<file path="src/rtl/sat_pkg.sv">
// Shared types and constants for the scan code translator.
// Depends on nothing.
`default_nettype none

package sat_pkg;

  localparam logic [6:0] KEY_LSHIFT = 7'h2a;
  localparam logic [6:0] KEY_RSHIFT = 7'h36;
  localparam logic [6:0] KEY_CAPS   = 7'h3a;
  localparam logic [6:0] KEY_NUM    = 7'h45;
  localparam logic [6:0] KEY_SCROLL = 7'h46;

  localparam logic [6:0] CASE_BIT      = 7'h20;
  localparam logic [6:0] CHAR_UPPER_A  = 7'h41;
  localparam logic [6:0] CHAR_UPPER_Z  = 7'h5a;
  localparam logic [6:0] CHAR_LOWER_A  = 7'h61;
  localparam logic [6:0] CHAR_LOWER_Z  = 7'h7a;

  localparam int LED_CAPS   = 2;
  localparam int LED_NUM    = 1;
  localparam int LED_SCROLL = 0;

  typedef logic [7:0] scan_t;
  typedef logic [2:0] leds_t;

  typedef struct packed {
    logic       is_make;
    logic [6:0] char_code;
    logic       is_letter;
    logic [6:0] key_code;
    logic       leds_changed;
    logic [2:0] led_state;
  } result_t;

  typedef struct packed {
    logic  shift_any;
    logic  caps;
    leds_t leds;
    logic  toggled;
  } key_upd_t;

endpackage

`default_nettype wire

</file>
<file path="src/rtl/sat_chan_if.sv">
// Valid/ready channel carrying one payload per beat.
// Depends on nothing; payload type set per instance.
`default_nettype none

interface sat_chan_if #(parameter type data_t = logic [7:0]);
  logic  valid;
  logic  ready;
  data_t data;

  modport source (output valid, output data, input ready);
  modport sink (input valid, input data, output ready);
endinterface

`default_nettype wire

</file>
<file path="src/rtl/scancode_to_ascii_translator.sv">
// Top level of the set-1 scan code to ASCII translator.
// Depends on sat_pkg, sat_chan_if, sat_keystate and sat_xlate.
//
//   channel  | dir | payload                  | beat
//   scan     | in  | scan_code, 8 bits        | one scan code byte
//   result   | out | sat_pkg::result_t        | one translated key event
//   cfg      | in  | boot_leds, 3 bits        | load lock LEDs
//
// Scan codes pass the input then the result register; one per cycle sustained while result is ready.
// The input register and the result register each hold one code, so a stalled
// result still lets the next code in. Reset clears shift and LED state and empties
// both registers. cfg is always ready and loads the lock LEDs directly.
`default_nettype none

module scancode_to_ascii_translator (
  input  logic       clk,
  input  logic       rst,
  sat_chan_if.sink   cfg,
  sat_chan_if.sink   scan,
  sat_chan_if.source result
);
  import sat_pkg::*;

  logic     in_valid;
  scan_t    in_code;
  logic     out_valid;
  result_t  out_data;
  result_t  out_data_next;
  logic     advance;
  key_upd_t upd;
  logic [6:0] char_code;
  logic       is_letter;

  assign advance    = in_valid && (!out_valid || result.ready);
  assign scan.ready = !in_valid || advance;
  assign cfg.ready  = 1'b1;

  always_ff @(posedge clk) begin
    if (rst) begin
      in_valid <= 1'b0;
    end else if (scan.ready) begin
      in_valid <= scan.valid;
    end
  end

  always_ff @(posedge clk) begin
    if (scan.valid && scan.ready) begin
      in_code <= scan.data[7:0];
    end
  end

  sat_keystate u_keystate (
    .clk       (clk),
    .rst       (rst),
    .step      (advance),
    .code      (in_code),
    .load      (cfg.valid),
    .load_leds (cfg.data[2:0]),
    .upd       (upd)
  );

  sat_xlate u_xlate (
    .key       (in_code[6:0]),
    .shift_any (upd.shift_any),
    .caps      (upd.caps),
    .char_code (char_code),
    .is_letter (is_letter)
  );

  always_comb begin
    out_data_next.is_make      = ~in_code[7];
    out_data_next.char_code    = char_code;
    out_data_next.is_letter    = is_letter;
    out_data_next.key_code     = in_code[6:0];
    out_data_next.leds_changed = upd.toggled;
    out_data_next.led_state    = upd.leds;
  end

  always_ff @(posedge clk) begin
    if (rst) begin
      out_valid <= 1'b0;
    end else if (advance) begin
      out_valid <= 1'b1;
    end else if (result.ready) begin
      out_valid <= 1'b0;
    end
  end

  always_ff @(posedge clk) begin
    if (advance) begin
      out_data <= out_data_next;
    end
  end

  assign result.valid = out_valid;
  assign result.data  = out_data;

endmodule

`default_nettype wire

</file>
<file path="src/rtl/sat_keystate.sv">
// Shift-held and lock LED state with its per-code update.
// Depends on sat_pkg.
`default_nettype none

module sat_keystate (
  input  logic             clk,
  input  logic             rst,
  input  logic             step,
  input  sat_pkg::scan_t   code,
  input  logic             load,
  input  sat_pkg::leds_t   load_leds,
  output sat_pkg::key_upd_t upd
);
  import sat_pkg::*;

  logic [1:0] shift_held;
  logic [1:0] shift_held_next;
  leds_t      lock_leds;
  leds_t      lock_leds_next;
  logic       make;
  logic [6:0] key;
  logic       toggled;

  assign make = ~code[7];
  assign key  = code[6:0];

  always_comb begin
    shift_held_next = shift_held;
    lock_leds_next  = lock_leds;
    toggled         = 1'b0;
    if (key == KEY_LSHIFT) begin
      shift_held_next[0] = make;
    end else if (key == KEY_RSHIFT) begin
      shift_held_next[1] = make;
    end else if (make && key == KEY_CAPS) begin
      lock_leds_next[LED_CAPS] = ~lock_leds[LED_CAPS];
      toggled = 1'b1;
    end else if (make && key == KEY_NUM) begin
      lock_leds_next[LED_NUM] = ~lock_leds[LED_NUM];
      toggled = 1'b1;
    end else if (make && key == KEY_SCROLL) begin
      lock_leds_next[LED_SCROLL] = ~lock_leds[LED_SCROLL];
      toggled = 1'b1;
    end
  end

  always_ff @(posedge clk) begin
    if (rst) begin
      shift_held <= '0;
      lock_leds  <= '0;
    end else if (load) begin
      lock_leds <= load_leds;
    end else if (step) begin
      shift_held <= shift_held_next;
      lock_leds  <= lock_leds_next;
    end
  end

  assign upd.shift_any = |shift_held_next;
  assign upd.caps      = lock_leds_next[LED_CAPS];
  assign upd.leds      = lock_leds_next;
  assign upd.toggled   = toggled;

endmodule

`default_nettype wire

</file>
<file path="src/rtl/sat_xlate.sv">
// Key number to character lookup over the plain and shifted tables.
// Depends on sat_pkg.
`default_nettype none

module sat_xlate (
  input  logic [6:0] key,
  input  logic       shift_any,
  input  logic       caps,
  output logic [6:0] char_code,
  output logic       is_letter
);
  import sat_pkg::*;

  function automatic logic [6:0] key_char(input logic [6:0] k, input logic sh);
    logic [6:0] c;
    begin
      case (k)
        7'h02: c = sh ? 7'h21 : 7'h31;
        7'h03: c = sh ? 7'h22 : 7'h32;
        7'h04: c = sh ? 7'h23 : 7'h33;
        7'h05: c = sh ? 7'h24 : 7'h34;
        7'h06: c = sh ? 7'h25 : 7'h35;
        7'h07: c = sh ? 7'h26 : 7'h36;
        7'h08: c = sh ? 7'h27 : 7'h37;
        7'h09: c = sh ? 7'h28 : 7'h38;
        7'h0a: c = sh ? 7'h29 : 7'h39;
        7'h0b: c = sh ? 7'h7e : 7'h30;
        7'h0c: c = sh ? 7'h3d : 7'h2d;
        7'h0d: c = sh ? 7'h7e : 7'h5e;
        7'h10: c = 7'h51;
        7'h11: c = 7'h57;
        7'h12: c = 7'h45;
        7'h13: c = 7'h52;
        7'h14: c = 7'h54;
        7'h15: c = 7'h59;
        7'h16: c = 7'h55;
        7'h17: c = 7'h49;
        7'h18: c = 7'h4f;
        7'h19: c = 7'h50;
        7'h1a: c = sh ? 7'h60 : 7'h40;
        7'h1b: c = sh ? 7'h7b : 7'h5b;
        7'h1e: c = 7'h41;
        7'h1f: c = 7'h53;
        7'h20: c = 7'h44;
        7'h21: c = 7'h46;
        7'h22: c = 7'h47;
        7'h23: c = 7'h48;
        7'h24: c = 7'h4a;
        7'h25: c = 7'h4b;
        7'h26: c = 7'h4c;
        7'h27: c = sh ? 7'h2b : 7'h3b;
        7'h28: c = sh ? 7'h2a : 7'h3a;
        7'h2b: c = sh ? 7'h7d : 7'h5d;
        7'h2c: c = 7'h5a;
        7'h2d: c = 7'h58;
        7'h2e: c = 7'h43;
        7'h2f: c = 7'h56;
        7'h30: c = 7'h42;
        7'h31: c = 7'h4e;
        7'h32: c = 7'h4d;
        7'h33: c = sh ? 7'h3c : 7'h2c;
        7'h34: c = sh ? 7'h3e : 7'h2e;
        7'h35: c = sh ? 7'h3f : 7'h2f;
        7'h37: c = 7'h2a;
        7'h39: c = 7'h20;
        7'h47: c = 7'h37;
        7'h48: c = 7'h38;
        7'h49: c = 7'h39;
        7'h4a: c = 7'h2d;
        7'h4b: c = 7'h34;
        7'h4c: c = 7'h35;
        7'h4d: c = 7'h36;
        7'h4e: c = 7'h2b;
        7'h4f: c = 7'h31;
        7'h50: c = 7'h32;
        7'h51: c = 7'h33;
        7'h52: c = 7'h30;
        7'h53: c = 7'h2e;
        7'h73: c = sh ? 7'h5f : 7'h00;
        7'h7d: c = sh ? 7'h7c : 7'h00;
        default: c = 7'h00;
      endcase
      return c;
    end
  endfunction

  logic [6:0] rom_char;

  assign rom_char  = key_char(key, shift_any);
  assign is_letter = (rom_char >= CHAR_UPPER_A) && (rom_char <= CHAR_UPPER_Z);
  assign char_code = (is_letter && (caps == shift_any)) ? (rom_char | CASE_BIT) : rom_char;

endmodule

`default_nettype wire

</file>
<file path="src/flat_wrapper.sv">
// flat-port wrapper written by rule: the top's interface ports become plain ports
module scancode_to_ascii_translator_flat import sat_pkg::*;
  (clk, rst, cfg_valid, cfg_data, cfg_ready, scan_valid, scan_data, scan_ready, result_valid, result_data, result_ready);
  sat_chan_if cfg_i ();
  sat_chan_if scan_i ();
  sat_chan_if result_i ();
  input  logic clk;
  input  logic rst;
  input wire logic [$bits(cfg_i.valid)-1:0] cfg_valid;
  input wire logic [$bits(cfg_i.data)-1:0] cfg_data;
  output wire logic [$bits(cfg_i.ready)-1:0] cfg_ready;
  input wire logic [$bits(scan_i.valid)-1:0] scan_valid;
  input wire logic [$bits(scan_i.data)-1:0] scan_data;
  output wire logic [$bits(scan_i.ready)-1:0] scan_ready;
  output wire logic [$bits(result_i.valid)-1:0] result_valid;
  output wire logic [$bits(result_i.data)-1:0] result_data;
  input wire logic [$bits(result_i.ready)-1:0] result_ready;
  assign cfg_i.valid = cfg_valid;
  assign cfg_i.data = cfg_data;
  assign cfg_ready = cfg_i.ready;
  assign scan_i.valid = scan_valid;
  assign scan_i.data = scan_data;
  assign scan_ready = scan_i.ready;
  assign result_valid = result_i.valid;
  assign result_data = result_i.data;
  assign result_i.ready = result_ready;
  scancode_to_ascii_translator u_core (.clk(clk), .rst(rst), .cfg(cfg_i), .scan(scan_i), .result(result_i));
endmodule
</file>
<file path="config.mk">
export PLATFORM = sky130hd
export DESIGN_NAME = scancode_to_ascii_translator_flat
export DESIGN_NICKNAME = d
export VERILOG_FILES = /design/src/rtl/sat_pkg.sv /design/src/rtl/sat_chan_if.sv /design/src/rtl/scancode_to_ascii_translator.sv /design/src/rtl/sat_keystate.sv /design/src/rtl/sat_xlate.sv /design/src/flat_wrapper.sv
export SDC_FILE = /design/constraint.sdc
export NUM_CORES = 1
export LEC_CHECK = 0
export BUFFER_PORTS_ARGS = -buffer_cell sky130_fd_sc_hd__buf_2
export CAP_MARGIN = 20
export CORE_AREA = 2 2 79 51
export CTS_BUF_LIST = sky130_fd_sc_hd__clkbuf_16
export DETAILED_ROUTE_END_ITERATION = 8
export DIE_AREA = 0 0 81 53
export GPL_ROUTABILITY_DRIVEN = 0
export GPL_TIMING_DRIVEN = 0
export SLEW_MARGIN = 20
export SYNTH_ARGS = -nofsm -noshare
export SYNTH_HDL_FRONTEND = slang
export SYNTH_SLANG_ARGS = --single-unit
</file>
<file path="constraint.sdc">
create_clock -name clk -period 3.2 [get_ports clk]
set_input_delay 0.16 -clock clk [delete_from_list [all_inputs] [get_ports clk]]
set_output_delay 0.16 -clock clk [all_outputs]
set_load 0.01 [all_outputs]
</file>
### Yosys cells after proc, flatten, opt, wreduce, memory -nomap -nowiden

Cells that the tools add are included.

| storage, ports and cells | value |
|---|---|
| memory bits (writable) | 0 |
| output and inout bits | 11 |
| word-level logic and storage cells | 42 |
| memories | 0 |
| bits in latches | 0 |
| bits in read-only memories | 0 |
| input bits | 21 |
| bits in registers | 21 |

| cells by class | value |
|---|---|
| equality and inequality tests | 5 |
| divide/modulo/power cells | 0 |
| muxes and demuxes | 14 |
| multipliers | 0 |
| bitwise logic cells | 4 |
| add/subtract/negate cells | 0 |
| shift operators | 0 |
| reductions and logical operators | 12 |
| $lt $le $gt $ge | 0 |

Operators with widths:

| kind | number |
|---|---|
| $eq A7 B6 Y1 const B | 3 |
| $eq A7 B7 Y1 const B | 2 |
| $mux W3 | 4 |
| $mux W1 | 9 |
| $logic_and A1 B1 Y1 | 5 |
| $not A1 Y1 | 4 |
| $reduce_bool A2 Y1 | 2 |
| $logic_not A1 Y1 | 2 |
| $logic_or A1 B1 Y1 | 2 |
| $mux W2 | 1 |
| $reduce_or A2 Y1 | 1 |

### Logic depth before layout (Yosys ltp)

Gate-level depths: netlist (run 1).

| logic depth | value |
|---|---|
| depth after elaboration | 9 |
| depth in mapped cells | 4 |
| gate-level depth less buffers | 4 |

### By module

Synthesis (run 1) repeated with hierarchy kept, for this count alone.

| second synthesis, totals | value |
|---|---|
| cell total of the unflattened synthesis | 85 |
| area, all modules | 1,103.6 um^2 |

Modules (own cells, without submodules):

| module | instances | cells each | area an instance (um^2) | seq. area each (um^2) |
|---|---|---|---|---|
| scancode_to_ascii_translator | 1 | 28 | 595.6 | 520.5 |
| sat_keystate | 1 | 57 | 508.0 | 100.1 |

### Worst setup path before layout (run 1)

OpenSTA, ideal clock, no wires.

| timing | value |
|---|---|
| path type | reg2reg |
| from | reg u_core.in_code[3] |
| to | reg u_core.u_keystate.lock_leds[0] |
| library setup time | 0.117 ns |
| stages on the path, launching flop included | 5 |
| period minus slack after synthesis | 1.374 ns |
| buffers on the path | 0 |
| data required time | 3.083 ns |
| arrival | 1.256 ns |
| path slack | 1.826 ns |
| cell sequence | edfxtp_1 -> nor4b_4 -> nand4_1 -> xnor2_1 -> a22o_2 |

| on the way | value |
|---|---|
| word-level cells in the longest chain between the ends | 9 |

RTL lines:

| element | RTL line | text |
|---|---|---|
| from (decl) | scancode_to_ascii_translator.sv:25 | `scan_t in_code;` |
| from (signal assigned) | scancode_to_ascii_translator.sv:48 | `in_code <= scan.data[7:0];` |
| $eq A7 B7 Y1 | sat_keystate.sv:41 | `end else if (make && key == KEY_SCROLL) begin` |
| $logic_and A1 B1 Y1 | sat_keystate.sv:41 |  |
| $mux W1 | sat_keystate.sv:41 |  |
| $mux W1 | sat_keystate.sv:38 | `end else if (make && key == KEY_NUM) begin` |
| $mux W2 | sat_keystate.sv:35 | `end else if (make && key == KEY_CAPS) begin` |
| $mux W3 | sat_keystate.sv:33 | `end else if (key == KEY_RSHIFT) begin` |
| $mux W3 (*) | sat_keystate.sv:31 | `if (key == KEY_LSHIFT) begin` |
| $mux W3 (*) | sat_keystate.sv:53 | `end else if (step) begin` |
| $mux W3 (*) | sat_keystate.sv:51 | `end else if (load) begin` |
| to (signal assigned) | sat_keystate.sv:52 | `lock_leds <= load_leds;` |
| to (signal assigned) | sat_keystate.sv:55 | `lock_leds <= lock_leds_next;` |
| to (decl) | sat_keystate.sv:18 | `leds_t lock_leds;` |

Mark *: on every way between the ends. The rest lies on a longest branch, timed or not. The select of a mux whose other input is x is not followed.
A chain may end at the register's enable or synchronous reset.

### Worst setup path after layout (run 1)

Ends and elaborated chain as after synthesis.

==> results of run 1 <==
-- cells by family after synthesis --
group           after synthesis
compound gates                5
buf+inv                       1
other cells                   1
simple gates                 22
xor+xnor                      7
flops                        21
-- worst max-delay path, delay by kind of cell (launching register included) --
| family | cells | cell delay, ps |
|---|---|---|
| XOR/XNOR | 1 | 150 |
| AND/OR/NAND/NOR | 2 | 570 |
| flip-flops | 1 | 440 |
| AO/OA/AOI/OAI | 1 | 220 |
-- synth_stat cells (all sizes together) --
cell / instances / area, um^2
nor2: 4 / 15.01
buf: 1 / 7.510
xnor2: 7 / 61.31
and2: 2 / 12.51
edfxtp: 16 / 480.5
nor2b: 2 / 12.51
nand2b: 1 / 6.260
nand4: 3 / 18.77
nand3b: 1 / 7.510
and4bb: 4 / 50.05
a21oi: 1 / 5.000
conb: 1 / 3.750
a22o: 3 / 28.78
nand2: 4 / 15.01
dfxtp: 5 / 100.1
o21ai: 1 / 5.000
nor4b: 1 / 23.77
-- registers in the layout (all words and copies together), names as in the netlist --
register	flops
u_core.in_code	8
u_core.result.data	8
u_core.u_keystate.lock_leds	3
u_core.in_valid	1
u_core.result.valid	1
-- report_power, final --
group	switching (uW)	total, uW	internal (uW)	leakage (uW)
registers	10.4	321	310	0.000194
logic	18.8	41.1	22.3	0.000180
clock network	85.3	251	166	0.0000423
-- layout make-up --
type / count / area share (%)
Timing Repair Buffer: 25 / 11.21
Multi-Input combinational cell: 35 / 23.77
Tap cell: 47 / 5.269
Buffer: 1 / 0.6726
Sequential cell: 21 / 52.02
Clock buffer: 3 / 6.726
Clock inverter: 1 / 0.3363
-- layer usage --
layer | part of all wire (%) | track usage (%) | wire [um] | vias to the layer above
met5 | 0 | 0 | 0 | -
met4 | 0.55 | 1.695 | 8 | 0
met1 | 51 | 9.820 | 735 | 228
li1 | - | - | - | 269
met2 | 40 | 10.19 | 579 | 18
met3 | 8.8 | 3.925 | 127 | 2
-- stage by stage --
stage               setup WS [ps]  hold slack [ps]  cell area, um^2  power, uW  utilization, %
detailed placement           1712            339.1             1037      368.1           29.38
global placement             1732            342.4             1037      366.5           29.38
global route                 1630            74.76             1116      642.7           31.61
finish                       1710            85.79             1116      613.3           31.61
floorplan                    1826            232.4            853.3      347.3               -
CTS                          1704            80.12             1116      623.5           31.61
-- path summary, 6_finish.rpt --
check	from	end	slack (ps)	cells after the start
worst max register to register	u_core.in_code[3]	u_core.u_keystate.lock_leds[0]	1710	4
worst max-delay path	u_core.in_code[3]	u_core.u_keystate.lock_leds[0]	1710	4
worst min-delay path	scan_data[4]	u_core.in_code[4]	90	1
worst min register to register	u_core.in_code[2]	u_core.result.data[6]	500	0
==> metrics.csv, run 1 <==
metric,value,unit
grt_pass1_wl,2.221,mm
yosys.area_share.simple,18.91,%
endpoint_kind,flip-flop,
post_cts_buffers,0,
ir_drop,0.1798,mV
ant_nets,0,
cp_data_arrival_time,1630,ps
slew_viol_final,0,
skew,2.890,ps
rows,17,
synthXorXnorAreaFrac,7.185,%
core,3531,um^2
crit_chain,"nor4b_4, nand4_1, xnor2_1, a22o_2",
multi_input_area,265.3,um^2
setup-violations-final,0,
yosys.cell_types.count,18,
synth-adder-area-share,0,%
ios,32,
p_leak,0.0004165,uW
layout.nets,108,
dr.pass1.iters,2,
grt_antenna_before_repair,0,
htree_levels,1,
crit_required,3340,ps
io_buffers,25,
criticalPathCategory,reg2reg,
die_w,81,um
cts_tree,built,
grt_max_degree,12,
nFillCells,363,
ctsHoldBuffers,0,
first_iter_violations,44,
start_util,24.17,%
numCtsBuffers,3,
cts_resized,0,
grt_pass1_vias,452,
insertion_delay,250,ps
synth_top_family_by_area,simple AND/OR/NAND/NOR gates,
crit_slowest_cell,edfxtp_1,
status,finished clean,
clockBufferDepth,2,
final_cell_mix,"buf_2 (25), edfxtp_1 (16), xnor2_1 (7), dfxtp_1 (5)",
rsz0062_at_grt,false,
synthMuxAreaShare,0,%
clk_pin_slew_worst_paths,50,ps
max_clock_freq,671.0,MHz
die_area,4293,um^2
final_hold_viol_count,0,
period_share,46.57,%
wl_per_cell,10.90,um
grtUsageTotal,7.305,%
area_growth,30.79,%
yosysWarnings,0,
die_h,53,um
max_cap_viol_count,0,
diodes,0,
slowest_delay,440,ps
ys_ff_latch,21,
ys_seq_area_share,68.04,%
wirelength,1.450,mm
regArea,580.6,um^2
cts-root-buf,clkbuf_16,
synth.avg_cell_area,14.97,um^2
cp-start-kind,flip-flop,
powerDensity,549.5,nW/um^2
drc,0,
final_common_cell,buf_2,
grt_overflow_total,0,
finalCriticalPeriod,1490,ps
dp_hpwl,1.152,mm
vias,517,
synth_cells,57,
netlist_area,853.3,um^2
final_cells,133,
vias_per_cell,3.887,
place.detailed.instances,129,
syn-num-nets,78,
hold_class,in2reg,
drive_gt1_share,41.86,%
synth-compound-area-share,4.545,%
timing.setup.tns,0,ps
cts_sinks,21,
worst-path-max-fanout,5,
Note: power is estimated with default switching activity, not from simulation.
==> run 2, diff against run 1 <==
ABC_AREA = 1   (was not set)
CORE_AREA = 2 2 81 52   (was 2 2 79 51)
DIE_AREA = 0 0 83 54   (was 0 0 81 53)
clock period = 1.35 ns   (was 3.2 ns; I/O delays follow)
==> metrics.csv, run 2 <==
metric,value,unit,change
crit_buf_inv,1,,+1
skew,3.054,ps,+0.1638 ps
die_area,4482,um^2,+4.4%
vias_per_cell,3.948,,+1.6%
r2r_setup_slack,110,ps,-1600 ps
status,finished clean,,
critPathLaunch,u_core.in_code[0],,
timing.final.ws_setup,108.3,ps,-1601 ps
insertion_delay,250,ps,about the same
rsz0062_at_grt,false,,
cp-start-kind,flip-flop,,
whs,54.85,ps,-30.94 ps
netlist_area,904.6,um^2,+6.0%
grt_overflow_total,0,,unchanged
yosysTopAreaCell,edfxtp_1,,
ant_nets,0,,unchanged
swShare,20.79,%,+2.1 points
crit_slowest_cell,edfxtp_1,,
drc,0,,unchanged
clockBufferDepth,2,,unchanged
layout.nets,144,,+33%
hold_class,in2reg,,
grt_pass1_vias,598,,+32%
powerDensity,1207,nW/um^2,+120%
rows,18,,+1
wl_per_cell,9.215,um,-15%
dp_hpwl,1.320,mm,+15%
min-delay-start,rst,,
clock_power_share,40.9,%,about the same
cts_resized,0,,unchanged
synthTopCellsByArea,"edfxtp_1 (53%), dfxtp_1 (11%), inv_1 (6.2%)",,
timing.setup.tns,0,ps,unchanged
place.detailed.instances,160,,+24%
p_leak,0.0005406,uW,+30%
p_switching,314.4,uW,+170%
period_share,91.98,%,+45 points
final_common_cell,buf_2,,
final_cell_mix,"buf_2 (25), edfxtp_1 (16), inv_1 (15), nand2_1 (13), nand2_2 (9)",,
synthTopCellsByCount,"edfxtp_1 (16), inv_1 (15), nand2_1 (13)",,
p_comb_share,9.3,%,+2.6 points
synth_flop_cell,edfxtp_1,,
intPower,1197,uW,+140%
grt_max_degree,13,,+1
multi_input_area,252.7,um^2,-4.7%
cts_tree,built,,
reg2reg_from,u_core.in_code[0],,
start_util,23.49,%,-0.68 points
regArea,580.6,um^2,unchanged
synth_cells,85,,+49%
numCtsBuffers,3,,unchanged
yosysMostFrequentCell,edfxtp_1,,
cpLargestDelayFamily,simple AND/OR/NAND/NOR gates,,
vias,679,,+31%
worst-path-max-fanout,3,,-2
cp_data_arrival_time,1240,ps,-390 ps
synth.top_cell.area_share,53.11,%,-3.2 points
cts_sinks,21,,unchanged
pwr-share-seq,49.8,%,-2.5 points
crit_required,1350,ps,-1990 ps
grt_pass1_wl,2.518,mm,+13%
drive_gt1_share,39.34,%,-2.5 points
first_iter_violations,32,,-27%
synth_edf_count,16,,unchanged
crit_chain,"inv_1, nand2_2, nor2_2, nand4_1, and2_1",,
slew_viol_final,0,,unchanged
die_w,83,um,+2.5%
nFillCells,395,,+8.8%
slowest_delay,410,ps,-30 ps
ys_ff_latch,21,,unchanged
finalCriticalPeriod,1242,ps,-248.7 ps
die_h,54,um,+1.9%
io_buffers,25,,unchanged
clk_pin_slew_worst_paths,50,ps,about the same
final_cells,172,,+29%
dr.pass1.iters,4,,+2
max_clock_freq,805.4,MHz,+20%
area_growth,38.45,%,
max_cap_viol_count,0,,unchanged
post-place-ws,115.6,ps,-1596 ps
cts-root-buf,clkbuf_16,,
ys_seq_area_share,64.18,%,-3.9 points
diodes,0,,unchanged
grt_antenna_before_repair,0,,unchanged
setup-violations-final,0,,unchanged
final_hold_viol_count,0,,unchanged
ios,32,,unchanged
criticalPathCategory,reg2reg,,
wirelength,1.585,mm,+9.3%
yosysWarnings,0,,unchanged
ir_drop,0.4573,mV,+150%
grtUsageTotal,7.416,%,+0.11 points
syn-num-nets,106,,+36%
async_reset_ff_share,0,%,unchanged
yosys.cell_types.count,18,,unchanged
synth.avg_cell_area,10.64,um^2,-29%
endpoint_kind,flip-flop,,
final_util,32.52,%,+0.91 points
core,3851,um^2,+9.1%
htree_levels,1,,unchanged
## run 2: cell types whose count changed after synthesis, sizes merged, moves of 2 or more
cell | previous run | this run
a21oi | 1 | 5
a22o | 3 | 0
and4bb | 4 | 0
inv | 0 | 17
nand2 | 4 | 23
nand3 | 0 | 6
nand4 | 3 | 1
nor2 | 4 | 6
nor2b | 2 | 0
o21ai | 1 | 3
xnor2 | 7 | 0
## run 2: cells by family (layout without fill, tap and decap cells)
logic type	count (synthesis)	after routing	synth area share [%]
simple gates	37	37	22.27
flops	21	21	64.18
buf+inv	18	55	7.884
compound gates	8	8	5.255
other cells	1	1	0.4145
## run 2: worst register-to-register path, cell delays in order, from the launching register on
cell,delay (ps)
edfxtp_1,410
inv_1,90
nand2_2,60
nor2_2,130
nand4_1,110
and2_1,190
## run 2: cell type report
type,count,area share [%]
flip-flops and latches,21,46.35
multi-input cells,46,20.18
repair buffers,33,16.38
clock buffers,3,5.994
inverters,17,5.095
well taps,50,4.995
plain buffers,1,0.5994
clock inverters,1,0.3996
## run 2: worst paths after layout
kind                                    end  cells after the start
min          u_core.u_keystate.lock_leds[1]                      2
max                   u_core.result.data[2]                      5
min reg2reg           u_core.result.data[4]                      0
max reg2reg           u_core.result.data[2]                      5
## run 2: repair_timing
action                    4_1_cts  5_1_grt
setup buffers                   0        0
hold endpoints to repair        8        0
hold buffers                    8        0
## run 2: power by group through the flow
| stage | Clock [uW] | Combinational, uW | Sequential (uW) |
|---|---|---|---|
| after floorplan | 0 | 66.2 | 771 |
| after global placement | 0 | 121 | 765 |
| after detailed placement | 0 | 125 | 767 |
| after CTS | 636 | 143 | 753 |
| after global routing | 656 | 158 | 757 |
| final | 619 | 141 | 753 |
## run 2: routing by layer
metal	GRT usage [%]	part of all wire [%]	up-vias	wire length, um
met5	0	0	-	0
met4	1.639	0.76	0	12
met3	4.755	11	2	174
met2	11.96	41	24	654
met1	8.457	47	308	744
li1	-	-	345	-
## run 2: per-stage QoR
step                      instance area [um^2]  power (uW)
final                                     1252        1512
after global routing                      1252        1570
after CTS                                 1252        1532
after detailed placement                  1092       891.5
after global placement                    1092       885.7
after floorplan                          904.6       836.8
==> run 3, diff against run 2 <==
CTS_BUF_LIST = sky130_fd_sc_hd__clkbuf_8   (was sky130_fd_sc_hd__clkbuf_16)
==> metrics.csv, run 3 (synthesized netlist as in run 2, its figures left out) <==
metric,value,unit,change
p_leak,0.0005252,uW,-2.8%
slowest_delay,420,ps,about the same
status,finished clean,,
wl_per_cell,9.105,um,-1.2%
nFillCells,396,,+0.25%
cp_data_arrival_time,1250,ps,about the same
rsz0062_at_grt,false,,
crit_chain,"inv_1, nand2_2, nor2_2, nand4_1, and2_1",,
wirelength,1.566,mm,-1.2%
rows,18,,unchanged
final_common_cell,buf_2,,
p_comb_share,10.8,%,+1.5 points
r2r_setup_slack,120,ps,about the same
wl_met3,163,um,-6.3%
die_h,54,um,unchanged
vias,670,,-1.3%
grt_antenna_before_repair,0,,unchanged
ios,32,,unchanged
grt_max_degree,13,,unchanged
holdPathStages,2,,unchanged
clock_power_share,31.2,%,-9.7 points
grt_pass1_wl,2.463,mm,-2.2%
insertion_delay,260,ps,about the same
r2r_cells,5,,unchanged
grtUsageTotal,7.211,%,-0.21 points
top_layer,met4,,
cp-start-kind,flip-flop,,
numCtsBuffers,3,,unchanged
m1WireLength,740,um,-0.54%
criticalPathCategory,reg2reg,,
setup-violations-final,0,,unchanged
htree_levels,1,,unchanged
final_cell_mix,"buf_2 (25), edfxtp_1 (16), inv_1 (15), nand2_1 (13), nand2_2 (9)",,
max_clock_freq,811.7,MHz,+0.79%
regArea,580.6,um^2,unchanged
layout.nets,144,,unchanged
wl_met2,655,um,+0.15%
multi_input_area,252.7,um^2,unchanged
grt_overflow_total,0,,unchanged
p_switching,291.4,uW,-7.3%
io_buffers,25,,unchanged
drive_gt1_share,39.34,%,unchanged
cts-root-buf,clkbuf_8,,
setup.worst_path.end,u_core.result.data[2],,
crit_required,1360,ps,about the same
finalCriticalPeriod,1232,ps,-9.726 ps
vias_per_cell,3.895,,-1.3%
area_growth,34.72,%,
ant_nets,0,,unchanged
r2r-end,u_core.result.data[2],,
slew_viol_final,0,,unchanged
crit_slowest_cell,edfxtp_1,,
swShare,22.49,%,+1.7 points
pwr-share-seq,58.0,%,+8.2 points
die_w,83,um,unchanged
die_area,4482,um^2,unchanged
hold_class,in2reg,,
intPower,1004,uW,-16%
worst-path-max-fanout,3,,unchanged
dp_hpwl,1.320,mm,unchanged
final_cells,172,,unchanged
skew,2.033,ps,-1.021 ps
cts_sinks,21,,unchanged
critPathLaunch,u_core.in_code[0],,
core,3851,um^2,unchanged
place.detailed.instances,160,,unchanged
endpoint_kind,flip-flop,,
cts_tree,built,,
drc,0,,unchanged
timing.setup.tns,0,ps,unchanged
grt_pass1_vias,597,,-0.17%
critical_path_depth,5,,unchanged
powerDensity,1063,nW/um^2,-12%
max_cap_viol_count,0,,unchanged
first_iter_violations,35,,+9.4%
crit_buf_inv,1,,unchanged
start_util,23.49,%,unchanged
final_hold_viol_count,0,,unchanged
reg2reg_from,u_core.in_code[0],,
clk_pin_slew_worst_paths,70,ps,+20 ps
clockBufferDepth,2,,unchanged
cpLargestDelayFamily,simple AND/OR/NAND/NOR gates,,
ir_drop,0.5512,mV,+21%
cts_resized,0,,unchanged
period_share,91.26,%,-0.72 points
dr.pass1.iters,4,,unchanged
diodes,0,,unchanged
[run 3: through the flow]
step | worst slack, ps | instance area [um^2] | utilization (%) | power [uW] | hold slack [ps]
after floorplan | 246.5 | 904.6 | - | 836.8 | 129.9
after global placement | 142.9 | 1092 | 28.36 | 885.7 | 246.5
after detailed placement | 115.6 | 1092 | 28.36 | 891.5 | 246.7
after CTS | 104.9 | 1219 | 31.64 | 1311 | 34.56
after global routing | 30.86 | 1219 | 31.64 | 1350 | 53.15
final | 118.0 | 1219 | 31.64 | 1296 | 44.58
[run 3: how the worst min path moves through the flow]
stage / start / endpoint / slack [ps]
floorplan: rst / u_core.u_keystate.lock_leds[0] / 130
global placement: scan_data[7] / u_core.in_code[7] / 250
detailed placement: scan_data[0] / u_core.in_code[0] / 250
CTS: rst / u_core.u_keystate.lock_leds[1] / 30
global route: rst / u_core.u_keystate.lock_leds[1] / 50
finish: rst / u_core.u_keystate.lock_leds[1] / 40
[run 3: what timing repair did]
item,CTS,global route
hold buffers,8,0
buffers inserted,0,0
setup endpoints to repair,0,0
endpoints found under the hold margin,8,0
[run 3: power groups by stage]
stage | logic [uW] | clock network, uW | registers [uW]
final | 140 | 404 | 751
after global routing | 158 | 436 | 756
after CTS | 143 | 417 | 752
after detailed placement | 125 | 0 | 767
after global placement | 121 | 0 | 765
after floorplan | 66.2 | 0 | 771
[run 3: cell type report]
type	instances	area share, %
buffer	1	0.6160
clock buffer	3	3.388
clock inverter	1	0.4107
inverter	17	5.236
multi-input combinational	46	20.74
sequential	21	47.64
tap	50	5.133
timing repair buffer	33	16.84
[run 3: per-layer routing]
metal	track usage [%]	up-vias
met5	0	-
met4	0.8197	0
met3	4.755	2
met2	11.29	21
met1	8.643	306
li1	-	341
